## config.mk

```make
export PLATFORM = sky130hd
export DESIGN_NAME = power_button_battery_monitor
export DESIGN_NICKNAME = d
export VERILOG_FILES = /design/src/pbm_pkg.sv /design/src/pbm_cfg_regs.sv /design/src/pbm_divider.sv /design/src/power_button_battery_monitor.sv
export SDC_FILE = /design/constraint.sdc
export NUM_CORES = 1
export LEC_CHECK = 0
export ABC_AREA = 1
export ABC_CLOCK_PERIOD_IN_PS = 7800
export BUFFER_PORTS_ARGS = -buffer_cell sky130_fd_sc_hd__buf_2
export CAP_MARGIN = 25
export CORE_ASPECT_RATIO = 0.8
export CORE_UTILIZATION = 29
export CTS_CLUSTER_DIAMETER = 50
export CTS_CLUSTER_SIZE = 16
export DETAILED_ROUTE_END_ITERATION = 8
export HOLD_SLACK_MARGIN = 0.1
export PLACE_DENSITY = 0.53
export RECOVER_POWER = 100
export SLEW_MARGIN = 0
export SYNTH_ARGS = -nofsm -noshare
export SYNTH_HDL_FRONTEND = slang
export SYNTH_SLANG_ARGS = --single-unit
export TNS_END_PERCENT = 100
```

## constraint.sdc

```tcl
create_clock -name clk_i -period 7.8 [get_ports clk_i]
set_input_delay 0.78 -clock clk_i [delete_from_list [all_inputs] [get_ports clk_i]]
set_output_delay 0.78 -clock clk_i [all_outputs]
set_load 0.02 [all_outputs]
```

## src/pbm_pkg.sv

```systemverilog
package pbm_pkg;

  // Register map (word index = paddr[3:2])
  localparam int unsigned RegAddrW = 4;
  localparam logic [1:0] REG_HOLD_TIME      = 2'd0;
  localparam logic [1:0] REG_BATTERY_PERIOD = 2'd1;
  localparam logic [1:0] REG_STATUS_PERIOD  = 2'd2;

  // Reset values of the configuration registers
  localparam logic [15:0] HoldTimeRst      = 16'd3000;
  localparam logic [15:0] BatteryPeriodRst = 16'd10000;
  localparam logic [15:0] StatusPeriodRst  = 16'd500;

  // Charger status byte layout
  localparam int unsigned StUsbBit = 2;
  localparam int unsigned StChgLo  = 4;

  // Battery sample limits
  localparam logic [11:0] AdcMinMv = 12'd250;
  localparam logic [11:0] AdcMaxMv = 12'd2800;
  localparam logic [12:0] BatMinMv = 13'd2800;
  localparam logic [12:0] BatMaxMv = 13'd4400;
  localparam logic [2:0]  BadLimit = 3'd5;

  localparam logic [6:0] PctFull = 7'd100;

  // Hold divider: dividend = held * 100 with held < 2^16, quotient < 128
  localparam int unsigned DivNumW = 23;
  localparam int unsigned DivDenW = 16;
  localparam int unsigned DivQW   = 7;

  typedef enum logic [1:0] {
    EV_NONE        = 2'd0,
    EV_SHUTDOWN    = 2'd1,
    EV_USB_BLOCKED = 2'd2
  } event_e;

  typedef enum logic [1:0] {
    S_IDLE,
    S_CALC,
    S_DIV,
    S_DONE
  } state_e;

  typedef struct packed {
    logic [15:0] hold_time_ms;
    logic [15:0] sample_period_ms;
    logic [15:0] status_period_ms;
  } cfg_t;

  typedef struct packed {
    logic               start;
    logic [DivNumW-1:0] dividend;
    logic [DivDenW-1:0] divisor;
  } div_req_t;

  typedef struct packed {
    logic             done;
    logic [DivQW-1:0] quotient;
  } div_rsp_t;

  // Charge percent step table
  function automatic logic [6:0] volts_to_percent(input logic [12:0] mv);
    logic [6:0] pct;
    if (mv >= 13'd4200)      pct = 7'd100;
    else if (mv >= 13'd4100) pct = 7'd90;
    else if (mv >= 13'd4000) pct = 7'd80;
    else if (mv >= 13'd3900) pct = 7'd65;
    else if (mv >= 13'd3800) pct = 7'd50;
    else if (mv >= 13'd3700) pct = 7'd35;
    else if (mv >= 13'd3600) pct = 7'd20;
    else if (mv >= 13'd3500) pct = 7'd10;
    else if (mv >= 13'd3400) pct = 7'd5;
    else                     pct = 7'd0;
    return pct;
  endfunction

endpackage

```

## src/pbm_cfg_regs.sv

```systemverilog
module pbm_cfg_regs (
  input  logic                          clk_i,
  input  logic                          rst_ni,
  input  logic                          psel,
  input  logic                          penable,
  input  logic                          pwrite,
  input  logic [pbm_pkg::RegAddrW-1:0]  paddr,
  input  logic [31:0]                   pwdata,
  output logic [31:0]                   prdata,
  output logic                          pready,
  output pbm_pkg::cfg_t                 cfg_o
);
  import pbm_pkg::*;

  cfg_t       cfg_q;
  logic       wr_en;
  logic [1:0] idx;

  assign idx    = paddr[3:2];
  assign wr_en  = psel & penable & pwrite;
  assign pready = 1'b1;
  assign cfg_o  = cfg_q;

  // register writes
  always_ff @(posedge clk_i or negedge rst_ni) begin
    if (!rst_ni) begin
      cfg_q.hold_time_ms     <= HoldTimeRst;
      cfg_q.sample_period_ms <= BatteryPeriodRst;
      cfg_q.status_period_ms <= StatusPeriodRst;
    end else if (wr_en) begin
      case (idx)
        REG_HOLD_TIME:      cfg_q.hold_time_ms     <= pwdata[15:0];
        REG_BATTERY_PERIOD: cfg_q.sample_period_ms <= pwdata[15:0];
        REG_STATUS_PERIOD:  cfg_q.status_period_ms <= pwdata[15:0];
        default: ;
      endcase
    end
  end

  // read mux
  always_comb begin
    case (idx)
      REG_HOLD_TIME:      prdata = {16'd0, cfg_q.hold_time_ms};
      REG_BATTERY_PERIOD: prdata = {16'd0, cfg_q.sample_period_ms};
      REG_STATUS_PERIOD:  prdata = {16'd0, cfg_q.status_period_ms};
      default:            prdata = 32'd0;
    endcase
  end

endmodule

```

## src/pbm_divider.sv

```systemverilog
module pbm_divider (
  input  logic              clk_i,
  input  logic              rst_ni,
  input  pbm_pkg::div_req_t req_i,
  output pbm_pkg::div_rsp_t rsp_o
);
  import pbm_pkg::*;

  // restoring divider, one quotient bit per cycle; needs dividend < divisor << DivQW
  logic [DivDenW-1:0] rem_q, rem_d;
  logic [DivQW-1:0]   num_q, num_d;
  logic [DivDenW-1:0] den_q;
  logic [2:0]         cnt_q, cnt_d;
  logic               done_q, done_d;
  logic [DivDenW:0]   trial;
  logic               fits;

  assign trial = {rem_q, num_q[DivQW-1]};
  assign fits  = trial >= {1'b0, den_q};

  always_comb begin
    rem_d  = rem_q;
    num_d  = num_q;
    cnt_d  = cnt_q;
    done_d = 1'b0;
    if (req_i.start) begin
      rem_d = req_i.dividend[DivNumW-1:DivQW];
      num_d = req_i.dividend[DivQW-1:0];
      cnt_d = 3'(DivQW);
    end else if (cnt_q != 3'd0) begin
      rem_d  = fits ? DivDenW'(trial - {1'b0, den_q}) : trial[DivDenW-1:0];
      num_d  = {num_q[DivQW-2:0], fits};
      cnt_d  = cnt_q - 3'd1;
      done_d = (cnt_q == 3'd1);
    end
  end

  always_ff @(posedge clk_i or negedge rst_ni) begin
    if (!rst_ni) begin
      cnt_q  <= '0;
      done_q <= 1'b0;
    end else begin
      cnt_q  <= cnt_d;
      done_q <= done_d;
    end
  end

  // operands
  always_ff @(posedge clk_i) begin
    rem_q <= rem_d;
    num_q <= num_d;
    if (req_i.start) den_q <= req_i.divisor;
  end

  assign rsp_o.done     = done_q;
  assign rsp_o.quotient = num_q;

endmodule

```

## src/power_button_battery_monitor.sv

```systemverilog
// Power button and battery monitor. One input beat is one poll tick; each tick
// yields exactly one result beat. A tick skips S_DIV when the button is up or
// the hold has reached hold_time_ms, and passes through it while a hold is in
// progress, where hold percent comes from a 7-step restoring divider (one
// quotient bit per cycle); in_ready_o is high only while the sequencer is idle.
// A result waiting in the output register holds the sequencer in its final
// state until taken. Configuration is through the APB port: hold_time_ms at
// 0x0, sample_period_ms at 0x4, status_period_ms at 0x8, 16 bits each.
module power_button_battery_monitor (
  input  logic                         clk_i,
  input  logic                         rst_ni,
  // configuration
  input  logic                         psel,
  input  logic                         penable,
  input  logic                         pwrite,
  input  logic [pbm_pkg::RegAddrW-1:0] paddr,
  input  logic [31:0]                  pwdata,
  output logic [31:0]                  prdata,
  output logic                         pready,
  // tick input
  input  logic                         in_valid_i,
  output logic                         in_ready_o,
  input  logic [31:0]                  now_ms_i,
  input  logic                         button_down_i,
  input  logic                         refresh_i,
  input  logic                         status_read_ok_i,
  input  logic [7:0]                   status_byte_i,
  input  logic                         battery_read_ok_i,
  input  logic [11:0]                  battery_adc_mv_i,
  // result output
  output logic                         out_valid_o,
  input  logic                         out_ready_i,
  output logic [1:0]                   event_kind_o,
  output logic [6:0]                   hold_progress_o,
  output logic                         button_pressed_o,
  output logic                         usb_attached_o,
  output logic                         charging_o,
  output logic                         status_ok_o,
  output logic [7:0]                   charger_status_o,
  output logic [12:0]                  pack_mv_o,
  output logic [6:0]                   pack_charge_pct_o,
  output logic                         pack_trusted_o,
  output logic [31:0]                  error_count_o,
  output logic [31:0]                  sequence_res_o
);
  import pbm_pkg::*;

  cfg_t     cfg;
  div_req_t div_req;
  div_rsp_t div_rsp;

  pbm_cfg_regs u_cfg (
    .clk_i   (clk_i),
    .rst_ni  (rst_ni),
    .psel    (psel),
    .penable (penable),
    .pwrite  (pwrite),
    .paddr   (paddr),
    .pwdata  (pwdata),
    .prdata  (prdata),
    .pready  (pready),
    .cfg_o   (cfg)
  );

  pbm_divider u_div (
    .clk_i  (clk_i),
    .rst_ni (rst_ni),
    .req_i  (div_req),
    .rsp_o  (div_rsp)
  );

  state_e state_q, state_d;

  // latched tick
  logic [31:0] now_q;
  logic        down_q, refresh_q, st_ok_q, bat_ok_q;
  logic [7:0]  st_byte_q;
  logic [11:0] adc_q;

  // monitor state
  logic        press_active_q, press_active_d;
  logic [31:0] press_start_q, press_start_d;
  logic        event_done_q, event_done_d;
  logic [31:0] last_status_q, last_status_d;
  logic [31:0] last_battery_q, last_battery_d;
  logic [2:0]  bad_cnt_q, bad_cnt_d;
  logic [31:0] fail_cnt_q, fail_cnt_d;
  logic [31:0] tick_cnt_q;
  logic [7:0]  held_status_q, held_status_d;
  logic        usb_q, usb_d, chg_q, chg_d, ok_q, ok_d, batt_q, batt_d;
  logic [12:0] volts_q, volts_d;
  logic [6:0]  pct_held_q, pct_held_d;

  // per-tick results
  event_e      event_q, event_d;
  logic [6:0]  hold_pct_q;

  // output register
  logic        out_valid_q;
  logic [1:0]  o_event_q;
  logic [6:0]  o_hold_q, o_bpct_q;
  logic        o_down_q, o_usb_q, o_chg_q, o_ok_q, o_batt_q;
  logic [7:0]  o_status_q;
  logic [12:0] o_mv_q;
  logic [31:0] o_err_q, o_seq_q;

  // sequencer controls
  logic in_accept, calc_en, out_load;

  // tick arithmetic
  logic [31:0] start_ms, held;
  logic        hold_reached, fire_event, poll, sample, bat_good;
  logic [12:0] bmv;
  logic [1:0]  chg_state;

  // next state
  always_comb begin
    state_d = state_q;
    case (state_q)
      S_IDLE: if (in_valid_i) state_d = S_CALC;
      S_CALC: state_d = div_req.start ? S_DIV : S_DONE;
      S_DIV:  if (div_rsp.done) state_d = S_DONE;
      S_DONE: if (!out_valid_q || out_ready_i) state_d = S_IDLE;
      default: state_d = S_IDLE;
    endcase
  end

  // sequencer outputs
  always_comb begin
    in_ready_o = 1'b0;
    calc_en    = 1'b0;
    out_load   = 1'b0;
    case (state_q)
      S_IDLE: in_ready_o = 1'b1;
      S_CALC: calc_en    = 1'b1;
      S_DIV:  ;
      S_DONE: out_load   = !out_valid_q || out_ready_i;
      default: ;
    endcase
  end

  assign in_accept = in_valid_i & in_ready_o;

  always_ff @(posedge clk_i or negedge rst_ni) begin
    if (!rst_ni) state_q <= S_IDLE;
    else         state_q <= state_d;
  end

  // input latch
  always_ff @(posedge clk_i) begin
    if (in_accept) begin
      now_q     <= now_ms_i;
      down_q    <= button_down_i;
      refresh_q <= refresh_i;
      st_ok_q   <= status_read_ok_i;
      st_byte_q <= status_byte_i;
      bat_ok_q  <= battery_read_ok_i;
      adc_q     <= battery_adc_mv_i;
    end
  end

  // hold timing and poll decisions
  assign start_ms     = press_active_q ? press_start_q : now_q;
  assign held         = now_q - start_ms;
  assign hold_reached = held >= {16'd0, cfg.hold_time_ms};
  assign fire_event   = down_q && !event_done_q && hold_reached;
  assign poll   = refresh_q || ((now_q - last_status_q) >= {16'd0, cfg.status_period_ms});
  assign sample = (now_q - last_battery_q) >= {16'd0, cfg.sample_period_ms};
  assign bmv       = {adc_q, 1'b0};
  assign bat_good  = bat_ok_q && adc_q >= AdcMinMv && adc_q <= AdcMaxMv &&
                     bmv >= BatMinMv && bmv <= BatMaxMv;
  assign chg_state = st_byte_q[StChgLo+1:StChgLo];

  // divider request: hold in progress, so held < hold_time_ms < 2^16
  assign div_req.start    = calc_en && down_q && !hold_reached;
  assign div_req.dividend = DivNumW'(held[15:0]) * DivNumW'(PctFull);
  assign div_req.divisor  = cfg.hold_time_ms;

  // state update for one tick, in the order press, status poll, battery
  always_comb begin
    press_active_d = press_active_q;
    press_start_d  = press_start_q;
    event_done_d   = event_done_q;
    last_status_d  = last_status_q;
    last_battery_d = last_battery_q;
    bad_cnt_d      = bad_cnt_q;
    fail_cnt_d     = fail_cnt_q;
    held_status_d  = held_status_q;
    usb_d          = usb_q;
    chg_d          = chg_q;
    ok_d           = ok_q;
    batt_d         = batt_q;
    volts_d        = volts_q;
    pct_held_d     = pct_held_q;
    event_d        = EV_NONE;

    if (down_q) begin
      press_active_d = 1'b1;
      press_start_d  = start_ms;
      if (fire_event) begin
        if (st_ok_q) begin
          held_status_d = st_byte_q;
          usb_d         = st_byte_q[StUsbBit];
        end
        event_d      = usb_d ? EV_USB_BLOCKED : EV_SHUTDOWN;
        event_done_d = 1'b1;
      end
    end else begin
      press_active_d = 1'b0;
      press_start_d  = '0;
      event_done_d   = 1'b0;
    end

    if (poll) begin
      last_status_d = now_q;
      if (st_ok_q) begin
        held_status_d = st_byte_q;
        usb_d         = st_byte_q[StUsbBit];
        chg_d         = (chg_state == 2'd1) || (chg_state == 2'd2);
        ok_d          = 1'b1;
      end else begin
        fail_cnt_d = fail_cnt_q + 32'd1;
        ok_d       = 1'b0;
      end
    end

    if (sample) begin
      last_battery_d = now_q;
      if (bat_good) begin
        volts_d    = bmv;
        pct_held_d = volts_to_percent(bmv);
        batt_d     = 1'b1;
        bad_cnt_d  = '0;
      end else begin
        if (bad_cnt_q < BadLimit) bad_cnt_d = bad_cnt_q + 3'd1;
        if (bad_cnt_d >= BadLimit) batt_d = 1'b0;
      end
    end
  end

  always_ff @(posedge clk_i or negedge rst_ni) begin
    if (!rst_ni) begin
      press_active_q <= 1'b0;
      press_start_q  <= '0;
      event_done_q   <= 1'b0;
      last_status_q  <= '0;
      last_battery_q <= '0;
      bad_cnt_q      <= '0;
      fail_cnt_q     <= '0;
      tick_cnt_q     <= '0;
      held_status_q  <= '0;
      usb_q          <= 1'b0;
      chg_q          <= 1'b0;
      ok_q           <= 1'b0;
      batt_q         <= 1'b0;
      volts_q        <= '0;
      pct_held_q     <= '0;
    end else begin
      if (calc_en) begin
        press_active_q <= press_active_d;
        press_start_q  <= press_start_d;
        event_done_q   <= event_done_d;
        last_status_q  <= last_status_d;
        last_battery_q <= last_battery_d;
        bad_cnt_q      <= bad_cnt_d;
        fail_cnt_q     <= fail_cnt_d;
        held_status_q  <= held_status_d;
        usb_q          <= usb_d;
        chg_q          <= chg_d;
        ok_q           <= ok_d;
        batt_q         <= batt_d;
        volts_q        <= volts_d;
        pct_held_q     <= pct_held_d;
      end
      if (out_load) tick_cnt_q <= tick_cnt_q + 32'd1;
    end
  end

  // per-tick event and hold percent
  always_ff @(posedge clk_i) begin
    if (calc_en) begin
      event_q    <= event_d;
      hold_pct_q <= (down_q && hold_reached) ? PctFull : 7'd0;
    end else if (div_rsp.done) begin
      hold_pct_q <= div_rsp.quotient;
    end
  end

  // output register
  always_ff @(posedge clk_i or negedge rst_ni) begin
    if (!rst_ni)                     out_valid_q <= 1'b0;
    else if (out_load)               out_valid_q <= 1'b1;
    else if (out_ready_i)            out_valid_q <= 1'b0;
  end

  always_ff @(posedge clk_i) begin
    if (out_load) begin
      o_event_q  <= event_q;
      o_hold_q   <= hold_pct_q;
      o_down_q   <= down_q;
      o_usb_q    <= usb_q;
      o_chg_q    <= chg_q;
      o_ok_q     <= ok_q;
      o_status_q <= held_status_q;
      o_mv_q     <= volts_q;
      o_bpct_q   <= pct_held_q;
      o_batt_q   <= batt_q;
      o_err_q    <= fail_cnt_q;
      o_seq_q    <= tick_cnt_q + 32'd1;
    end
  end

  assign out_valid_o       = out_valid_q;
  assign event_kind_o      = o_event_q;
  assign hold_progress_o   = o_hold_q;
  assign button_pressed_o  = o_down_q;
  assign usb_attached_o    = o_usb_q;
  assign charging_o        = o_chg_q;
  assign status_ok_o       = o_ok_q;
  assign charger_status_o  = o_status_q;
  assign pack_mv_o         = o_mv_q;
  assign pack_charge_pct_o = o_bpct_q;
  assign pack_trusted_o    = o_batt_q;
  assign error_count_o     = o_err_q;
  assign sequence_res_o    = o_seq_q;

  // checks
  a_out_from_done: assert property (@(posedge clk_i) disable iff (!rst_ni)
    $rose(out_valid_o) |-> $past(state_q == S_DONE))
    else $error("result beat loaded outside the final state");

  a_hold_cap: assert property (@(posedge clk_i) disable iff (!rst_ni)
    out_valid_o |-> hold_progress_o <= PctFull)
    else $error("hold percent above 100");

  a_event_needs_press: assert property (@(posedge clk_i) disable iff (!rst_ni)
    (out_valid_o && event_kind_o != EV_NONE) |-> button_pressed_o)
    else $error("event reported with button up");

  a_bad_cnt_sat: assert property (@(posedge clk_i) disable iff (!rst_ni)
    bad_cnt_q <= BadLimit)
    else $error("bad sample count past saturation");

  a_div_done_in_div: assert property (@(posedge clk_i) disable iff (!rst_ni)
    div_rsp.done |-> state_q == S_DIV)
    else $error("divider finished outside the divide state");

endmodule

```

==> results.md <==
- Of the post-synthesis cell area, the dominant cell type holds 21.1%.
- The min-delay analysis places its worst path in the category input port to flip-flop.
- In this run the tool buffered the top-level ports with 203 buffer cells.
- The effective utilization at floorplan is 29.3%.
- The number of distinct library cells after synthesis is 60.
- The final-report max-slew violation count is 358.
- The normalized max-slew margin is -295%.
- The initial antenna violation count came to 8.
- Among all flip-flop cells after synthesis, the most frequent one is sky130_fd_sc_hd__dfrtp_1.
- The first detailed-routing pass ran for 7 iterations.
- The worst setup path startpoint is now_q[0].
- At the end of routability-driven placement, the weighted congestion stood at 0.914.
- The run finished, with violations left.
- Of the synthesized area, sequential elements account for 42.6%.
- STA puts the critical path data arrival time at 6870 ps.
- The synthesized instance count is 3754.
- The biggest area contributor in the post-synthesis netlist is sky130_fd_sc_hd__edfxtp_1.
- The cell at the root of the clock tree is sky130_fd_sc_hd__clkbuf_16.
- The clock skew is 38.8 ps.
- The floorplan step defined a die boundary enclosing 103000 um2.
- The maximum frequency from static timing analysis is 157 MHz.
- The proportion of register bits with asynchronous set or reset after synthesis is 54.6%.
- No sink is reached through more buffers than the 3 on the longest clock path.
- The worst setup path is launched from a flip-flop.
- Entering global routing, the biggest net connects 98 pins.
- The final reports fail on max-capacitance violations, max-slew violations.
- The final hold violation count came to 0.
- TritonCTS built the clock tree.
- The commonest cells after synthesis are sky130_fd_sc_hd__nand2_1 (1115), sky130_fd_sc_hd__inv_1 (627), sky130_fd_sc_hd__o21ai_0 (244), sky130_fd_sc_hd__nor2_1 (239), sky130_fd_sc_hd__dfrtp_1 (233).
- The CTS buffer count is 59.
- The y dimension of the die is 287 um.
- The first-pass GRT wire length is 130000 um.
- The endpoint class of the critical path is a flip-flop.
- The total overflow reported by the global router is 0.
- After detailed routing, the number of vias per cell comes to 4.60.
- The post-synthesis sequential element count is 460.
- For the worst-skew pair, the clock arrives at the later sink with an insertion delay of 660 ps.
- Global routing consumed, over all layers together, 16.0% of the routing resources.
- Cells with a size suffix above 1 make up 5.59% of the layout.
- The floorplan die width is 359 um.
- The ratio of final minimum period to clock period is 81.7%.
- For this block, the initial DRC count from the detailed router was 1587.
- By instance count, the leading cell after synthesis is sky130_fd_sc_hd__nand2_1.
- Counting I/O delays and the setup requirement, the final critical path takes 6370 ps.
- The post-route DRC violation count is 0.
- The post-synthesis cell area is 29500 um2.
- The type of the worst setup path is flip-flop to flip-flop.
- The slew of the pin with the lowest slew margin is 5920 ps.
- The clock net in this run drives a total of 460 sinks.
- The HPWL reported at the end of detailed placement is 64400 um.
- The buffer count from post-CTS setup fixing is 0.
- For this run, the number of Yosys warnings is 0.
- The floorplan step defined a core boundary enclosing 101000 um2.
- The final total negative setup slack is 0 ps.
- In this run, synthesis inferred 207 flip-flops with an integrated enable.
- The average routed wire per standard cell is 15.6 um.
- The startpoint identified for the worst register-to-register timing path is now_q[0].
- Setup repair after global routing left no endpoint under its margin.
- Once detail routing completed, the nets flagged for antenna violations numbered 0.
- The H-tree was split into 2 levels.
- The number of top-level pins is 240.
- After synthesis, the cell types taking the most area are sky130_fd_sc_hd__edfxtp_1 (21%), sky130_fd_sc_hd__dfrtp_1 (20%), sky130_fd_sc_hd__nand2_1 (14%), sky130_fd_sc_hd__ha_1 (9.3%), sky130_fd_sc_hd__inv_1 (8.0%).
- At the worst endpoint, the required time is 8300 ps.
- The final routed wirelength across all metal layers is 83300 um.
- After clock tree synthesis, the clock-pin slew on the worst setup and hold paths is 70 ps.
- Averaged over all synthesized cells, the footprint is 7.86 um2.
- The total via count in the routed design is 24551.
- The startpoint identified for the worst hold timing path is status_byte_i[6].
- Max-cap violations in this run came to 6.
- In this run, post-CTS hold repair placed 0 buffers.
- The setup violation total in the final timing report is 0.
- After clock tree synthesis, the repair step resized 0 gates.
- The number of global-route vias before repair is 23420.
- The final net count is 4287.
- Along the worst path, the maximum fanout reaches 58.
- The area added between synthesis and finish is 14.5%.
- The count of standard-cell rows is 104.
-- cell type report --
| cell class | instances | area (um2) |
|---|---|---|
| Sequential cell | 460 | 12600 |
| Clock buffer | 63 | 1510 |
| Inverter | 630 | 2370 |
| Multi-Input combinational cell | 2584 | 14100 |
| Clock inverter | 49 | 623 |
| Timing Repair Buffer | 219 | 956 |
| Fill cell | 10793 | 66900 |
| Tap cell | 1325 | 1660 |
| Antenna cell | 4 | 10.0 |
-- final timing paths --
kind,cells after the start,slack [ps],endpoint
min,1,290,st_byte_q[6]
min in group asynchronous,1,2330,tick_cnt_q[5]
max,25,1430,fail_cnt_q[0]
max reg2reg,25,1430,fail_cnt_q[0]
max in group asynchronous,1,2120,volts_q[6]
min reg2reg,0,430,hold_progress_o[6]
-- cells in the final DEF, fill, tap and decap left out, types with 61 or more instances in the layout --
cell type	n
sky130_fd_sc_hd__ha_1	219
sky130_fd_sc_hd__nand3_1	139
sky130_fd_sc_hd__buf_2	61
sky130_fd_sc_hd__nor2_1	239
sky130_fd_sc_hd__edfxtp_1	207
sky130_fd_sc_hd__dfrtp_1	232
sky130_fd_sc_hd__xor2_1	104
sky130_fd_sc_hd__nand2_1	1116
sky130_fd_sc_hd__inv_1	625
sky130_fd_sc_hd__a21oi_1	131
sky130_fd_sc_hd__clkbuf_1	152
sky130_fd_sc_hd__o21ai_0	266
-- logic make-up after synthesis --
kind of cell    share of synthesized area [%]
compound gates                           9.84
buf+inv                                  9.66
xor+xnor                                 3.98
simple gates                             23.6
other cells                            0.0255
fa+ha+maj                                10.3
mux                                    0.0339
flops                                    42.6
-- metrics by stage --
stage / worst slack, ps / cell area, um2 / instances / util, % / hold slack (ps)
after floorplan: 2600 / 29600 / 3770 / - / 400
after global placement: 1650 / 31900 / 5217 / 31.7 / 407
after detailed placement: 1630 / 31900 / 5217 / 31.7 / 411
after CTS: 1600 / 34000 / 5329 / 33.8 / 191
after global routing: 723 / 33800 / 5334 / 33.6 / 248
final: 1430 / 33800 / 5334 / 33.6 / 295
-- layer usage --
layer  vias up  wire length [um]  global-route usage [%]
li1      12542                 -                       -
met1     11416             42100                    23.5
met2       476             36000                    24.7
met3       117              3320                    1.89
met4         0              1830                    4.24
met5         -                 0                       0
-- flip-flops by register name, summed over array words and instances, names as in the netlist, 16 cells and up --
register	cells
error_count_o	32
fail_cnt_q	32
last_battery_q	32
last_status_q	32
now_q	32
press_start_q	32
sequence_res_o	32
tick_cnt_q	32
u_cfg.cfg_o	48
u_div.den_q	16
u_div.rem_q	16
-- critical path, cell delays in order, from the launching register on --
cell and delay (ps):
sky130_fd_sc_hd__edfxtp_1 360, sky130_fd_sc_hd__inv_1 240, sky130_fd_sc_hd__ha_1 200, sky130_fd_sc_hd__inv_1 130, sky130_fd_sc_hd__fa_1 500, sky130_fd_sc_hd__nand3_1 120, sky130_fd_sc_hd__nand3_1 170, sky130_fd_sc_hd__nand2_1 110
sky130_fd_sc_hd__nand2_1 140, sky130_fd_sc_hd__nand2_1 100, sky130_fd_sc_hd__nand2_1 120, sky130_fd_sc_hd__xor2_1 200, sky130_fd_sc_hd__ha_1 210, sky130_fd_sc_hd__a21oi_1 120, sky130_fd_sc_hd__nor2_1 50, sky130_fd_sc_hd__a2111oi_0 270
sky130_fd_sc_hd__clkbuf_1 200, sky130_fd_sc_hd__nand2_1 80, sky130_fd_sc_hd__nor2_1 90, sky130_fd_sc_hd__nand2_1 70, sky130_fd_sc_hd__nor2_2 80, sky130_fd_sc_hd__nand4_1 710, sky130_fd_sc_hd__nand2_1 1000, sky130_fd_sc_hd__nor2_4 10
sky130_fd_sc_hd__clkbuf_2 620, sky130_fd_sc_hd__xor2_1 340
Power is not shown: default switching activity piles up to over one toggle a cycle in this logic, so the estimate is an artifact.
